==> config.mk <==
export PLATFORM = sky130hd
export DESIGN_NAME = key_scan_debounce_long_press_unit
export DESIGN_NICKNAME = d
export VERILOG_FILES = /design/src/rtl/kslp_pkg.sv /design/src/rtl/kslp_key_update.sv /design/src/rtl/kslp_key_bank.sv /design/src/rtl/key_scan_debounce_long_press_unit.sv
export VERILOG_INCLUDE_DIRS = /design/src /design/src/rtl
export SDC_FILE = /design/constraint.sdc
export NUM_CORES = 1
export LEC_CHECK = 0
export BUFFER_PORTS_ARGS = -buffer_cell sky130_fd_sc_hd__buf_2
export CAP_MARGIN = 40
export CORE_ASPECT_RATIO = 0.9
export CORE_MARGIN = 2
export CORE_UTILIZATION = 45
export CTS_BUF_LIST = sky130_fd_sc_hd__clkbuf_4 sky130_fd_sc_hd__clkbuf_8
export CTS_CLUSTER_DIAMETER = 100
export CTS_CLUSTER_SIZE = 30
export DETAILED_ROUTE_END_ITERATION = 10
export GPL_TIMING_DRIVEN = 0
export SLEW_MARGIN = 10
export SYNTH_ARGS = -nofsm -noshare
export SYNTH_HDL_FRONTEND = slang
export SYNTH_SLANG_ARGS = --single-unit
export TNS_END_PERCENT = 100
==> constraint.sdc <==
create_clock -name clk -period 14.3 [get_ports clk]
set_clock_uncertainty 0.1 [all_clocks]
set_input_delay 2.86 -clock clk [delete_from_list [all_inputs] [get_ports clk]]
set_output_delay 2.86 -clock clk [all_outputs]
set_load 0.1 [all_outputs]
==> src/rtl/key_scan_debounce_long_press_unit_defines.svh <==
// Assertion macros for the key scan debounce and long press unit.
`ifndef KEY_SCAN_DEBOUNCE_LONG_PRESS_UNIT_DEFINES_SVH
`define KEY_SCAN_DEBOUNCE_LONG_PRESS_UNIT_DEFINES_SVH

// Same-cycle implication, checked outside reset.
`define KSLP_ASSERT_NOW(label, ante, cons, msg) \
  label: assert property (@(posedge clk) disable iff (!rst_n) (ante) |-> (cons)) \
    else $error(msg);

// Next-cycle implication, checked outside reset.
`define KSLP_ASSERT_NEXT(label, ante, cons, msg) \
  label: assert property (@(posedge clk) disable iff (!rst_n) (ante) |=> (cons)) \
    else $error(msg);

`endif

==> src/rtl/kslp_pkg.sv <==
// Shared types and constants for the key scan debounce and long press unit.
package kslp_pkg;

  localparam int NUM_KEYS_DEF   = 7;
  localparam int KEY_INPUT_BITS = 7;
  localparam int KEY_IDX_W      = 3;
  localparam int IDX_EXT_W      = 4;
  localparam int CNT_W          = 8;
  localparam int CFG_IDX_W      = 2;

  localparam logic [CNT_W-1:0] TALLY_CAP = 8'd250;

  localparam logic [CNT_W-1:0] PRESS_TICKS_RST  = 8'd3;
  localparam logic [CNT_W-1:0] LONG_TICKS_RST   = 8'd50;
  localparam logic [CNT_W-1:0] REPEAT_COUNT_RST = 8'd1;

  localparam logic [CFG_IDX_W-1:0] CFG_PRESS_TICKS  = 2'd0;
  localparam logic [CFG_IDX_W-1:0] CFG_LONG_TICKS   = 2'd1;
  localparam logic [CFG_IDX_W-1:0] CFG_REPEAT_COUNT = 2'd2;

  typedef enum logic [1:0] {
    EV_NONE    = 2'd0,
    EV_RELEASE = 2'd1,
    EV_PRESS   = 2'd2,
    EV_LONG    = 2'd3
  } kslp_event_t;

  typedef struct packed {
    logic [CNT_W-1:0] press_ticks;
    logic [CNT_W-1:0] long_ticks;
    logic [CNT_W-1:0] repeat_count;
  } kslp_cfg_t;

  typedef struct packed {
    logic [KEY_IDX_W-1:0] key_index;
    kslp_event_t          event_kind;
  } kslp_result_t;

endpackage

==> src/rtl/kslp_key_update.sv <==
// Next hold count, repeat tally and event for the key under scan.
module kslp_key_update (
  input  logic                        key_pressed,
  input  logic [kslp_pkg::CNT_W-1:0]  hold_cnt,
  input  logic [kslp_pkg::CNT_W-1:0]  tally,
  input  kslp_pkg::kslp_cfg_t         cfg,
  output logic [kslp_pkg::CNT_W-1:0]  hold_cnt_nxt,
  output logic [kslp_pkg::CNT_W-1:0]  tally_nxt,
  output kslp_pkg::kslp_event_t       event_kind
);

  logic [kslp_pkg::CNT_W-1:0] cnt_inc;
  logic [kslp_pkg::CNT_W-1:0] cnt_dec;
  logic [kslp_pkg::CNT_W-1:0] t_work;

  assign cnt_inc = kslp_pkg::CNT_W'(hold_cnt + 8'd1);
  assign cnt_dec = kslp_pkg::CNT_W'(hold_cnt - 8'd1);

  always_comb begin
    hold_cnt_nxt = hold_cnt;
    t_work       = tally;
    event_kind   = kslp_pkg::EV_NONE;
    if (key_pressed) begin
      hold_cnt_nxt = cnt_inc;
      if (cnt_inc >= cfg.press_ticks) begin
        if (cnt_inc == cfg.press_ticks) begin
          t_work     = '0;
          event_kind = kslp_pkg::EV_PRESS;
        end
        // long step: bump the saturating tally, fall back to the press count
        if (cnt_inc == cfg.long_ticks) begin
          if (t_work < kslp_pkg::TALLY_CAP) begin
            t_work = kslp_pkg::CNT_W'(t_work + 8'd1);
          end
          if (t_work >= cfg.repeat_count) begin
            event_kind = kslp_pkg::EV_LONG;
            t_work     = '0;
          end
          hold_cnt_nxt = cfg.press_ticks;
        end
      end
    end else if (hold_cnt != '0) begin
      // clamp a long hold first, then count down to the release
      if (hold_cnt > cfg.press_ticks) begin
        hold_cnt_nxt = cfg.press_ticks;
      end else begin
        hold_cnt_nxt = cnt_dec;
        if (cnt_dec == '0) begin
          event_kind = kslp_pkg::EV_RELEASE;
        end
      end
    end
    tally_nxt = t_work;
  end

endmodule

==> src/rtl/kslp_key_bank.sv <==
// Per-key hold counters, repeat tallies and the round-robin scan index.
module kslp_key_bank #(
  parameter int NUM_KEYS = kslp_pkg::NUM_KEYS_DEF
) (
  input  logic                                clk,
  input  logic                                rst_n,
  input  logic                                step,
  input  logic [kslp_pkg::KEY_INPUT_BITS-1:0] keys_down,
  input  kslp_pkg::kslp_cfg_t                 cfg,
  output kslp_pkg::kslp_result_t              result
);

  localparam int IDX_W = (NUM_KEYS > 1) ? $clog2(NUM_KEYS) : 1;

  logic [kslp_pkg::CNT_W-1:0] hold_count_r [NUM_KEYS];
  logic [kslp_pkg::CNT_W-1:0] tally_r      [NUM_KEYS];
  logic [IDX_W-1:0]           scan_idx_r;
  logic [IDX_W-1:0]           scan_idx_nxt;

  logic [kslp_pkg::IDX_EXT_W-1:0]    idx_ext;
  logic [kslp_pkg::KEY_INPUT_BITS:0] keys_pad;
  logic                              key_pressed;
  logic [kslp_pkg::CNT_W-1:0]        hold_nxt;
  logic [kslp_pkg::CNT_W-1:0]        tally_nxt;
  kslp_pkg::kslp_event_t             event_kind;

  assign idx_ext  = kslp_pkg::IDX_EXT_W'(scan_idx_r);
  assign keys_pad = {1'b0, keys_down};

  // keys past the input mask read as released
  assign key_pressed = (idx_ext < kslp_pkg::IDX_EXT_W'(kslp_pkg::KEY_INPUT_BITS))
                       && keys_pad[idx_ext[kslp_pkg::KEY_IDX_W-1:0]];

  assign scan_idx_nxt = (scan_idx_r == IDX_W'(NUM_KEYS - 1)) ? '0
                        : IDX_W'(scan_idx_r + 1'b1);

  kslp_key_update u_update (
    .key_pressed  (key_pressed),
    .hold_cnt     (hold_count_r[scan_idx_r]),
    .tally        (tally_r[scan_idx_r]),
    .cfg          (cfg),
    .hold_cnt_nxt (hold_nxt),
    .tally_nxt    (tally_nxt),
    .event_kind   (event_kind)
  );

  always_comb begin
    result.key_index  = idx_ext[kslp_pkg::KEY_IDX_W-1:0];
    result.event_kind = event_kind;
  end

  always_ff @(posedge clk) begin
    if (!rst_n) begin
      for (int k = 0; k < NUM_KEYS; k++) begin
        hold_count_r[k] <= '0;
        tally_r[k]      <= '0;
      end
      scan_idx_r <= '0;
    end else if (step) begin
      hold_count_r[scan_idx_r] <= hold_nxt;
      tally_r[scan_idx_r]      <= tally_nxt;
      scan_idx_r               <= scan_idx_nxt;
    end
  end

endmodule

==> src/rtl/key_scan_debounce_long_press_unit.sv <==
// Key scan debounce and long press unit: input register, key update, result register.
// An accepted input beat passes through the input register, then the result register.
// Throughput: one beat per cycle while out_ready is high; the key state is read and
//   written in the same cycle that the beat moves on to the result register.
// Reset (synchronous, rst_n low): counters, tallies and scan index clear, the
//   registers return to press 3, long 50, repeat 1, and both stages empty.
`include "key_scan_debounce_long_press_unit_defines.svh"

module key_scan_debounce_long_press_unit #(
  parameter int NUM_KEYS = kslp_pkg::NUM_KEYS_DEF
) (
  input  logic                                   clk,
  input  logic                                   rst_n,
  input  logic                                   cfg_valid,
  output logic                                   cfg_ready,
  input  logic [kslp_pkg::CFG_IDX_W-1:0]         cfg_index,
  input  logic [kslp_pkg::CNT_W-1:0]             cfg_data,
  input  logic                                   in_valid,
  output logic                                   in_ready,
  input  logic [kslp_pkg::KEY_INPUT_BITS-1:0]    in_keys_down,
  output logic                                   out_valid,
  input  logic                                   out_ready,
  output logic [kslp_pkg::KEY_IDX_W-1:0]         out_key_index,
  output logic [1:0]                             out_event_kind
);

  kslp_pkg::kslp_cfg_t cfg_r;

  logic                                s1_valid_r;
  logic                                s1_valid_nxt;
  logic [kslp_pkg::KEY_INPUT_BITS-1:0] s1_keys_r;
  logic                                s1_move;
  logic                                out_free;
  logic                                out_valid_r;
  logic                                out_valid_nxt;
  kslp_pkg::kslp_result_t              result;
  kslp_pkg::kslp_result_t              out_result_r;

  assign cfg_ready = 1'b1;

  always_ff @(posedge clk) begin
    if (!rst_n) begin
      cfg_r.press_ticks  <= kslp_pkg::PRESS_TICKS_RST;
      cfg_r.long_ticks   <= kslp_pkg::LONG_TICKS_RST;
      cfg_r.repeat_count <= kslp_pkg::REPEAT_COUNT_RST;
    end else if (cfg_valid) begin
      case (cfg_index)
        kslp_pkg::CFG_PRESS_TICKS:  cfg_r.press_ticks  <= cfg_data;
        kslp_pkg::CFG_LONG_TICKS:   cfg_r.long_ticks   <= cfg_data;
        kslp_pkg::CFG_REPEAT_COUNT: cfg_r.repeat_count <= cfg_data;
        default: ;
      endcase
    end
  end

  // hand the input beat on whenever the result register is free or draining
  assign out_free      = !out_valid_r || out_ready;
  assign s1_move       = s1_valid_r && out_free;
  assign in_ready      = !s1_valid_r || s1_move;
  assign s1_valid_nxt  = (in_valid && in_ready) || (s1_valid_r && !s1_move);
  assign out_valid_nxt = s1_move || (out_valid_r && !out_ready);

  always_ff @(posedge clk) begin
    if (!rst_n) begin
      s1_valid_r  <= 1'b0;
      out_valid_r <= 1'b0;
    end else begin
      s1_valid_r  <= s1_valid_nxt;
      out_valid_r <= out_valid_nxt;
    end
  end

  always_ff @(posedge clk) begin
    if (in_valid && in_ready) begin
      s1_keys_r <= in_keys_down;
    end
    if (s1_move) begin
      out_result_r <= result;
    end
  end

  kslp_key_bank #(
    .NUM_KEYS (NUM_KEYS)
  ) u_bank (
    .clk       (clk),
    .rst_n     (rst_n),
    .step      (s1_move),
    .keys_down (s1_keys_r),
    .cfg       (cfg_r),
    .result    (result)
  );

  assign out_valid      = out_valid_r;
  assign out_key_index  = out_result_r.key_index;
  assign out_event_kind = out_result_r.event_kind;

  `KSLP_ASSERT_NEXT(a_move_fills_out, s1_move, out_valid_r, "scanned beat did not reach the result register")
  `KSLP_ASSERT_NOW(a_empty_stage_ready, !s1_valid_r, in_ready, "input register empty but not ready")
  `KSLP_ASSERT_NEXT(a_stalled_stage_holds, s1_valid_r && !s1_move, s1_valid_r && $stable(s1_keys_r), "stalled input register lost its beat")

endmodule
Word-level counts from Yosys, hierarchy flattened. Memory sizes are Yosys's and may differ from the RTL's. A register that Yosys moved wholly into a read port is not among the register bits. Index checks and enable logic that the tools add are counted.

Add/sub/neg operators: 4. $lt $le $gt $ge: 6. Eq/ne operators: 5. Mux-type cells: 41. Reduce and logical (&&, ||, !) cells: 21.

Operators by type and width (count): 8-bit two-way mux (18); 3-bit two-way mux (7); 8-bit by 1-bit adder with 8-bit output (second input constant) (2); 8-bit equality test (2); 8-bit greater-or-equal comparator (2); 8-bit OR reduction (2); 1-bit two-way mux (10); 2-bit two-way mux (5); 8-bit greater-than comparator (1); 8-bit logical NOT (1); 8-bit < comparator (second input constant) (1); 8-bit nonzero test (1); 8-bit by 1-bit subtractor with 8-bit output (second input constant) (1); 2-bit AND reduction (3); 1-bit logical AND (5); 1-bit logical NOT (4); 1-bit logical OR (4); 3-bit by 4-bit < comparator with 1-bit output (second input constant) (1); 3-bit by 1-bit adder with 3-bit output (second input constant) (1); 1-bit binary-select mux with 3-bit select (1); 3-bit equality test (second input constant) (1); 3-bit < comparator (second input constant) (1); 2-bit by 1-bit equality test with 1-bit output (second input constant) (1); 2-bit equality test (second input constant) (1); 2-bit logical NOT (1).

Register bits: 41. Memory bits (writable): 112. Output and inout port bits: 8. Memories kept: 2.

Memories: u_bank.hold_count_r (depth 7, width 8, rd ports 1, clocked after memory_dff 1, write ports 7, RTL line kslp_key_bank.sv:15) `logic [kslp_pkg::CNT_W-1:0] hold_count_r [NUM_KEYS];`; u_bank.tally_r (depth 7, width 8, rd ports 1, clocked after memory_dff 1, write ports 7, RTL line kslp_key_bank.sv:16) `logic [kslp_pkg::CNT_W-1:0] tally_r [NUM_KEYS];`.

Logic depth before layout (Yosys ltp). Gate-level depths: netlist of run 1.

Depth after elaboration: 16. Mapped depth: 28.

Modules after synthesis. From an unflattened synthesis of run 1, not the netlist that was laid out.

Cells, all modules: 798. Area, all modules: 9233.9 um^2.

Modules (own cells, without submodules): kslp_key_bank (instances 1, cells an instance 408, area an instance 5938.2 um^2, seq. area each 3803.6 um^2); kslp_key_update (instances 1, cells an instance 271, area an instance 1869.3 um^2, seq. area each 0.0 um^2); key_scan_debounce_long_press_unit (instances 1, cells an instance 119, area an instance 1426.4 um^2, seq. area each 880.8 um^2).

Least setup slack after synthesis of run 1. OpenSTA, ideal clock, no wires.

Path kind: input -> output. Start point: in out_ready. End point: out in_ready. Arrival time: 3.620 ns. Slack: 7.720 ns. Stages on the path: 2. Path buffers: 0. Cells stage by stage: nor2b_1 > nand2_1.

Longest elaborated chain between the ends: 3.

RTL lines: start, declared (RTL line key_scan_debounce_long_press_unit.sv:22) `input logic out_ready,`; 1-bit logical OR (RTL line key_scan_debounce_long_press_unit.sv:57) `assign out_free = !out_valid_r || out_ready;`; 1-bit logical AND (RTL line key_scan_debounce_long_press_unit.sv:58) `assign s1_move = s1_valid_r && out_free;`; 1-bit logical OR (RTL line key_scan_debounce_long_press_unit.sv:59) `assign in_ready = !s1_valid_r || s1_move;`; end, declared (RTL line key_scan_debounce_long_press_unit.sv:19) `output logic in_ready,`.

Every way passes these cells.

==> flow_metrics.env, run 1 <==
export IMPL_wirelength_mm=22.7
export IMPL_relSlewSlack_pct=35.7
export IMPL_numCtsBuffers=17
export IMPL_dieArea_sq_um=20600
export IMPL_die_x_um=151
export IMPL_yosys_warnings=0
export IMPL_cts_tree="built"
export IMPL_instances_no_fill=1070
export IMPL_combPwrFrac_pct=17.1
export IMPL_ir_worst_vdd_mv=0.0596
export IMPL_core_sq_um=19100
export IMPL_layout_commonest_cell="edfxtp_1"
export IMPL_pre_cts_ws_ps=6210
export IMPL_num_rows=48
export IMPL_num_vias=6209
export IMPL_drtPass1Iterations=5
export IMPL_startpoint_type="register"
export IMPL_cts_root_buf="clkbuf_8"
export IMPL_utilization_pct=50.8
export IMPL_tightest_slew_ps=958
export IMPL_cp_max_fo=10
export IMPL_dp_hpwl_mm=16.9
export IMPL_crit_type="register to register"
export IMPL_synth_edf_count=124
export IMPL_synthesis_nets=802
export IMPL_final_seq_area_sq_um=4680
export IMPL_dp_cells=1038
export IMPL_insertion_delay_ps=490
export IMPL_synth_area_leaders="edfxtp_1 43%, dfxtp_1 11%, mux4_2 8.5%"
export IMPL_grt_max_degree=19
export IMPL_p_int_mw=0.745
export IMPL_initial_core_util_pct=45.8
export IMPL_grt_first_pass_wirelength_mm=35.3
export IMPL_grt_pass1_vias=6203
export IMPL_drcViolationCount=0
export IMPL_io_buffer_count=27
export IMPL_yosysTopAreaCellShare_pct=42.5
export IMPL_period_needed_ps=8100
export IMPL_async_flop_share_pct=0
export IMPL_holdPathStages=0
export IMPL_postCtsSetupBuffers=0
export IMPL_synth_seq_cells=172
export IMPL_p_clk_share_pct=30.9
export IMPL_powerDensity_nw_per_um2=110
export IMPL_diodes=0
export IMPL_cts_resized=0
export IMPL_rsz0062_at_grt="false"
export IMPL_ys_flop_type="edfxtp_1"
export IMPL_seq_power_share_pct=52.0
export IMPL_period_share_pct=56.6
export IMPL_synth_largest_area_cell="edfxtp_1"
export IMPL_tns_ps=0
export IMPL_hold_violations=0
export IMPL_drive_gt1_share_pct=15.9
export IMPL_final_cell_mix="124 x edfxtp_1, 109 x nor2_1, 53 x nand2_1"
export IMPL_syn_avg_cell_area_sq_um=11.6
export IMPL_clock_sinks=172
export IMPL_cp_end_kind="register"
export IMPL_setup_viol=0
export IMPL_switching_share_pct=30.3
export IMPL_hp_class="register to register"
export IMPL_syn_area_sq_um=8750
export IMPL_grt_use_total_pct=23.5
export IMPL_htree_levels=4
export IMPL_n_fill_cell=1669
export IMPL_drv_slew=0
export IMPL_ys_types=63
export IMPL_required_ps=14510
export IMPL_fin_ws_ps=6200
export IMPL_multiInputGateArea_sq_um=3780
export IMPL_clk_path_buf_depth=2
export IMPL_status="complete, no violations"
export IMPL_timing_max_cap_violations=0
export IMPL_syn_to_final_growth_pct=10.8
export IMPL_p_switching_mw=0.324
export IMPL_max_freq_ghz=0.123
export IMPL_fin_nets=857
export IMPL_overflow=0
export IMPL_ios=30
export IMPL_detail_route_antenna_nets=0
export IMPL_die_h_um=136
export IMPL_worst_r2r_cell_count=27
export IMPL_hold_buffers=0
export IMPL_vias_per_cell=5.80
export IMPL_antenna_found_initial=0
export IMPL_synth_cells=752
export IMPL_routabilityCongestion=0.931
export IMPL_p_leak_nw=3.56
export IMPL_wl_per_cell_um=21.2
export IMPL_yosysSeqAreaShare_pct=53.5
export IMPL_worstPathArrival_ps=8310
export IMPL_drt_initial_drc_count=616
export IMPL_clk_pin_slew_ps=100
## Yosys cell counts (3+ instances only)
cell / number
a211oi_1: 3
a21boi_0: 7
a21o_1: 5
a21oi_1: 38
a22oi_1: 7
and2_1: 6
and3_1: 3
buf_2: 6
buf_4: 3
clkbuf_1: 26
dfxtp_1: 48
edfxtp_1: 124
ha_1: 28
inv_1: 33
mux2_2: 4
mux2i_1: 35
mux4_2: 33
nand2_1: 53
nand3_1: 16
nand3b_1: 5
nand4_1: 7
nand4b_1: 3
nor2_1: 110
nor2b_1: 21
nor3_1: 15
nor3b_1: 3
nor4_1: 9
o21a_1: 3
o21ai_0: 30
or2_2: 4
xnor2_1: 19
xnor3_1: 4
## logic make-up after synthesis
logic type               count (synthesis)  share of synthesized area, %
buffers and inverters                   73                          3.43
AND/OR/NAND/NOR                        266                          14.6
flip-flops                             172                          53.5
AO/OA/AOI/OAI                          115                          8.30
multiplexers                            72                          13.0
XOR/XNOR                                25                          3.13
adder cells (fa/ha/maj)                 28                          4.00
other                                    1                        0.0428
## final timing paths
check	startpoint	to	slack, ps
worst max-delay path	register	u_bank.tally_r[7][5]	6200
worst min-delay path	u_bank.scan_idx_r[2]	out_key_index[2]	340
worst max register to register	register	u_bank.tally_r[7][5]	6200
worst min register to register	u_bank.scan_idx_r[2]	out_key_index[2]	340
## critical path: stages, from the launching register on
cell      delay [ps]
dfxtp_1          320
clkbuf_1         280
buf_2            280
buf_1            580
buf_2            410
mux2i_1          210
inv_1            160
ha_1             330
nand4_1          160
a211oi_1         510
xnor2_1          180
ha_1             330
nand4_1          160
or4_1            500
clkbuf_1         230
and2_1           230
ha_1             220
nand2_1          110
nor3_1            60
nor3_1           340
ha_1             300
nor2b_1          120
o21ai_0          150
a21oi_1           80
o41a_1           420
nor4b_4          490
a22oi_1          410
nor2_1           250
## sequential cells by signal (all words and copies together), names as in the netlist, named ones only
register and count:
cfg_r 24, out_event_kind 2, out_key_index 3, out_valid 1
s1_keys_r 7, s1_valid_r 1, u_bank.hold_count_r 64, u_bank.scan_idx_r 3
u_bank.tally_r 64
## power by group through the flow
stage               Clock (mW)  Combinational [mW]  Sequential (mW)
global placement             0               0.171            0.567
detailed placement           0               0.180            0.568
CTS                      0.334               0.181            0.556
finish                   0.331               0.182            0.556
floorplan                    0               0.123            0.571
global route             0.355               0.198            0.558
## routing by layer
metal / wire length [um] / vias to the layer above / track usage (%)
met4: 416 / 0 / 6.39
met1: 10200 / 3103 / 32.6
li1: - / 2864 / -
met3: 1370 / 32 / 5.47
met2: 10700 / 210 / 37.3
met5: 0 / - / 0
## stage by stage
stage                     hold WS, ps  power [mW]  cell area, sq um
after floorplan                   306       0.694              8750
after global placement            312       0.739              9200
after CTS                         345        1.07              9700
after global routing              354        1.11              9700
final                             341        1.07              9700
after detailed placement          321       0.748              9340
## cell type report
type / count / share of cell area, %
Sequential cell: 172 / 48.3
Multi-Input combinational cell: 507 / 38.9
Tap cell: 250 / 3.22
Timing Repair Buffer: 36 / 2.67
Clock buffer: 18 / 2.49
Buffer: 38 / 1.74
Inverter: 35 / 1.35
Clock inverter: 14 / 1.29
(Power assumes the default switching activity.)
==> run 2, diff against run 1 <==
Clock period 14.3 ns to 8.45 ns, I/O delays scaled along.
==> flow_metrics.env, run 2 (synthesis results as in run 1) <==
export IMPL_cpMostUsedCell="ha_1"
export IMPL_hold_violations=0
export IMPL_grt_first_pass_wirelength_mm=35.3
export IMPL_cts_root_buf="clkbuf_8"
export IMPL_final_seq_area_sq_um=4680
export IMPL_die_h_um=136
export IMPL_clock_sinks=172
export IMPL_relSlewSlack_pct=33.2
export IMPL_ios=30
export IMPL_n_fill_cell=1671
export IMPL_crit_type="register to register"
export IMPL_vias_per_cell=5.86
export IMPL_routabilityCongestion=0.931
export IMPL_io_buffer_count=27
export IMPL_crit_path_max_incr_delay_ps=520
export IMPL_period_share_pct=92.0
export IMPL_hp_class="register to register"
export IMPL_grt_pass1_vias=6203
export IMPL_cts_tree="built"
export IMPL_p_leak_nw=3.57
export IMPL_grt_use_total_pct=23.5
export IMPL_multiInputGateArea_sq_um=3790
export IMPL_numCtsBuffers=17
export IMPL_initial_core_util_pct=45.8
export IMPL_layout_commonest_cell="edfxtp_1"
export IMPL_wirelength_mm=22.8
export IMPL_startpoint_type="register"
export IMPL_switching_share_pct=30.3
export IMPL_tns_ps=0
export IMPL_die_x_um=151
export IMPL_critical_path_top_delay_family="simple AND/OR/NAND/NOR gates"
export IMPL_cp_end_kind="register"
export IMPL_diodes=0
export IMPL_drive_gt1_share_pct=16.3
export IMPL_slowest_stage="nor4b_4"
export IMPL_largestRegisters="u_bank.hold_count_r: 64 flops, u_bank.tally_r: 64 flops, cfg_r: 24 flops"
export IMPL_htree_levels=4
export IMPL_crit_buf_inv=6
export IMPL_ir_worst_vdd_mv=0.102
export IMPL_holdWs_ps=341
export IMPL_final_cell_mix="124 x edfxtp_1, 109 x nor2_1, 53 x nand2_1"
export IMPL_max_freq_ghz=0.129
export IMPL_syn_to_final_growth_pct=11.0
export IMPL_dieArea_sq_um=20600
export IMPL_worstPathArrival_ps=7980
export IMPL_grt_max_degree=19
export IMPL_seq_power_share_pct=52.1
export IMPL_fin_nets=857
export IMPL_drt_initial_drc_count=593
export IMPL_period_needed_ps=7770
export IMPL_num_rows=48
export IMPL_antenna_found_initial=0
export IMPL_insertion_delay_ps=480
export IMPL_dp_hpwl_mm=16.9
export IMPL_setup_viol=0
export IMPL_overflow=0
export IMPL_rsz0062_at_grt="false"
export IMPL_p_switching_mw=0.547
export IMPL_drv_slew=0
export IMPL_p_clk_share_pct=30.8
export IMPL_core_sq_um=19100
export IMPL_drtPass1Iterations=5
export IMPL_wl_per_cell_um=21.3
export IMPL_combPwrFrac_pct=17.1
export IMPL_required_ps=8660
export IMPL_timing_max_cap_violations=0
export IMPL_powerDensity_nw_per_um2=186
export IMPL_num_vias=6267
export IMPL_status="complete, no violations"
export IMPL_cp_max_fo=10
export IMPL_clk_path_buf_depth=2
export IMPL_instances_no_fill=1070
export IMPL_tightest_slew_ps=997
export IMPL_drcViolationCount=0
export IMPL_clk_pin_slew_ps=100
export IMPL_dp_cells=1038
export IMPL_p_int_mw=1.26
export IMPL_detail_route_antenna_nets=0
==> run 2: through the flow <==
stage | util (%) | cell area, sq um | setup WS (ps) | power [mW]
finish | 50.9 | 9720 | 680 | 1.81
CTS | 50.8 | 9700 | 299 | 1.81
global placement | 48.2 | 9200 | -4.74 | 1.25
floorplan | - | 8750 | 2170 | 1.17
detailed placement | 48.9 | 9340 | 365 | 1.27
global route | 50.9 | 9720 | 55.9 | 1.88
==> run 2: final cells by class <==
| cell class | instances | share of cell area [%] |
|---|---|---|
| multi-input combinational | 507 | 39.0 |
| inverter | 35 | 1.35 |
| buffer | 38 | 1.75 |
| tap | 250 | 3.22 |
| clock buffer | 18 | 2.49 |
| sequential | 172 | 48.2 |
| clock inverter | 14 | 1.29 |
| timing repair buffer | 36 | 2.67 |
==> run 2: layer usage <==
metal  GRT usage [%]  share of wire, %
met3            5.47               7.2
met2            37.3                47
met1            32.6                44
met4            6.39               1.9
met5               0                 0
==> run 2: worst reg2reg max path, cell delays in order (launching register included) <==
cell,delay [ps]
dfxtp_1,320
clkbuf_1,280
buf_2,290
clkbuf_2,360
buf_2,360
mux2i_1,210
inv_1,160
ha_1,340
nand4_1,190
a211oi_2,410
xnor2_1,160
ha_1,330
nand4_1,160
or4_1,500
clkbuf_1,230
and2_1,240
ha_1,220
nand2_1,110
nor3_1,60
nor3_1,350
ha_1,300
nor2b_1,120
o21ai_0,150
a21oi_1,80
o41a_1,420
nor4b_4,520
a22oi_1,380
nor2_1,260
==> run 2: final timing paths <==
| check | from | endpoint | slack [ps] | depth (start not counted) |
|---|---|---|---|---|
| worst min register to register | u_bank.scan_idx_r[2] | out_key_index[2] | 340 | 0 |
| worst min-delay path | u_bank.scan_idx_r[2] | out_key_index[2] | 340 | 0 |
| worst max-delay path | register | u_bank.tally_r[7][3] | 680 | 27 |
| worst max register to register | register | u_bank.tally_r[7][3] | 680 | 27 |
==> run 2: repair_timing <==
item,4_1_cts,5_1_grt
hold buffers,0,0
setup endpoints to repair,0,55
endpoints found under the hold margin,0,0
resized for setup,0,4
setup buffers,0,0
==> run 2: power by group through the flow <==
stage / logic [mW] / registers [mW] / clock network [mW]
after floorplan: 0.208 / 0.966 / 0
after global placement: 0.290 / 0.960 / 0
after detailed placement: 0.305 / 0.961 / 0
after CTS: 0.306 / 0.941 / 0.565
after global routing: 0.336 / 0.944 / 0.601
final: 0.310 / 0.941 / 0.557
==> run 3, diff against run 2 <==
Settings changed: CELL_PAD_IN_SITES_DETAIL_PLACEMENT set to 0, CELL_PAD_IN_SITES_GLOBAL_PLACEMENT set to 1, PLACE_DENSITY_LB_ADDON set to 0.1.
==> flow_metrics.env, run 3 (synthesis results as in run 1) <==
export IMPL_htree_levels=4
export IMPL_period_share_pct=91.7
export IMPL_period_needed_ps=7750
export IMPL_clock_sinks=172
export IMPL_finalInstanceArea_sq_um=9800
export IMPL_cts_root_buf="clkbuf_8"
export IMPL_cts_tree="built"
export IMPL_overflow=0
export IMPL_max_freq_ghz=0.129
export IMPL_cp_max_fo=10
export IMPL_relSlewSlack_pct=41.2
export IMPL_hold_buffers=0
export IMPL_grt_pass1_vias=6297
export IMPL_initial_core_util_pct=45.8
export IMPL_wirelength_mm=23.6
export IMPL_largestRegisters="u_bank.hold_count_r: 64 flops, u_bank.tally_r: 64 flops, cfg_r: 24 flops"
export IMPL_required_ps=8510
export IMPL_drtPass1Iterations=5
export IMPL_rsz0062_at_grt="false"
export IMPL_drt_initial_drc_count=505
export IMPL_ir_worst_vdd_mv=0.0956
export IMPL_worstPathArrival_ps=7810
export IMPL_numCtsBuffers=17
export IMPL_diodes=0
export IMPL_die_h_um=136
export IMPL_routabilityCongestion=0.936
export IMPL_timing_max_cap_violations=0
export IMPL_instances_no_fill=1072
export IMPL_ios=30
export IMPL_utilization_pct=51.3
export IMPL_clk_path_buf_depth=2
export IMPL_insertion_delay_ps=460
export IMPL_placed_cell_area_sq_um=9320
export IMPL_status="complete, no violations"
export IMPL_num_rows=48
export IMPL_crit_path_max_incr_delay_ps=660
export IMPL_dieArea_sq_um=20600
export IMPL_startpoint_type="register"
export IMPL_slowest_stage="a21oi_1"
export IMPL_antenna_found_initial=0
export IMPL_core_sq_um=19100
export IMPL_drv_slew=0
export IMPL_final_cell_mix="124 x edfxtp_1, 109 x nor2_1, 53 x nand2_1"
export IMPL_powerDensity_nw_per_um2=192
export IMPL_io_buffer_count=27
export IMPL_fin_nets=859
export IMPL_clk_pin_slew_ps=110
export IMPL_layout_commonest_cell="edfxtp_1"
export IMPL_dp_cells=1037
export IMPL_syn_to_final_growth_pct=11.9
export IMPL_die_x_um=151
export IMPL_cp_end_kind="register"
export IMPL_hp_class="register to register"
export IMPL_wl_per_cell_um=22.0
export IMPL_num_vias=6223
export IMPL_grt_max_degree=19
export IMPL_grt_use_total_pct=24.1
export IMPL_dp_hpwl_mm=17.3
export IMPL_drcViolationCount=0
export IMPL_setup_viol=0
export IMPL_detail_route_antenna_nets=0
export IMPL_tightest_slew_ps=876
export IMPL_p_leak_nw=3.60
export IMPL_crit_type="register to register"
export IMPL_drive_gt1_share_pct=16.7
export IMPL_vias_per_cell=5.81
export IMPL_grt_first_pass_wirelength_mm=36.3
export IMPL_hold_violations=0
[run 3: cell types whose count changed in the layout (fill, tap and decap cells not counted), moves of 2 or more]
cell       before  now
clkinv_4        1    3
bufinv_16       0    2
buf_8           5    7
inv_6           5    1
buf_4           3    5
clkinv_2        3    0
[run 3: repair_timing]
action	4_1_cts	5_1_grt
endpoints found under the setup margin	0	64
hold endpoints to repair	0	0
setup buffers	0	2
resized for setup	0	5
[run 3: final cells by class]
type / count / area, sq um
inverters: 35 / 131
multi-input cells: 507 / 3800
repair buffers: 38 / 265
fillers: 1681 / 9300
flip-flops and latches: 172 / 4680
clock inverters: 13 / 180
well taps: 250 / 313
plain buffers: 38 / 170
clock buffers: 19 / 255
[run 3: power by group]
part	internal, mW	switching [mW]	leakage, nW
Combinational	0.112	0.198	1.72
Sequential	0.931	0.0104	1.66
Clock	0.289	0.339	0.217
Total	1.33	0.548	3.60
[run 3: worst paths after layout]
path                                      startpoint              endpoint  slack [ps]  depth (start not counted)
worst max-delay path                        register  u_bank.tally_r[7][7]         700                         30
worst max register to register              register  u_bank.tally_r[7][7]         700                         30
worst min register to register  u_bank.scan_idx_r[0]      out_key_index[0]         340                          0
worst min-delay path            u_bank.scan_idx_r[0]      out_key_index[0]         340                          0
[run 3: per-stage QoR]
step	power (mW)	setup slack [ps]	hold WS, ps	setup TNS (ps)
after floorplan	1.17	2170	306	0
after global placement	1.25	-113	318	-1260
after detailed placement	1.26	171	317	0
after CTS	1.89	101	343	0
after global routing	1.95	228	361	0
final	1.88	701	342	0
[run 3: per-layer routing]
layer	up-vias	track usage, %	wire length, um
met5	-	0	0
met2	239	38.1	10900
met1	3073	33.9	10600
li1	2874	-	-
met4	0	7.42	587
met3	37	4.53	1480
[run 3: worst max-delay path: cells and delay by family (launching register included)]
kind / cells / cell delay (ps)
and+or+nand+nor: 8 / 1420
buffers and inverters: 8 / 2000
xor gates and xnor gates: 2 / 420
muxes: 1 / 230
DFF: 1 / 320
adders and majority gates: 3 / 930
AOI/OAI and AO/OA: 8 / 2000
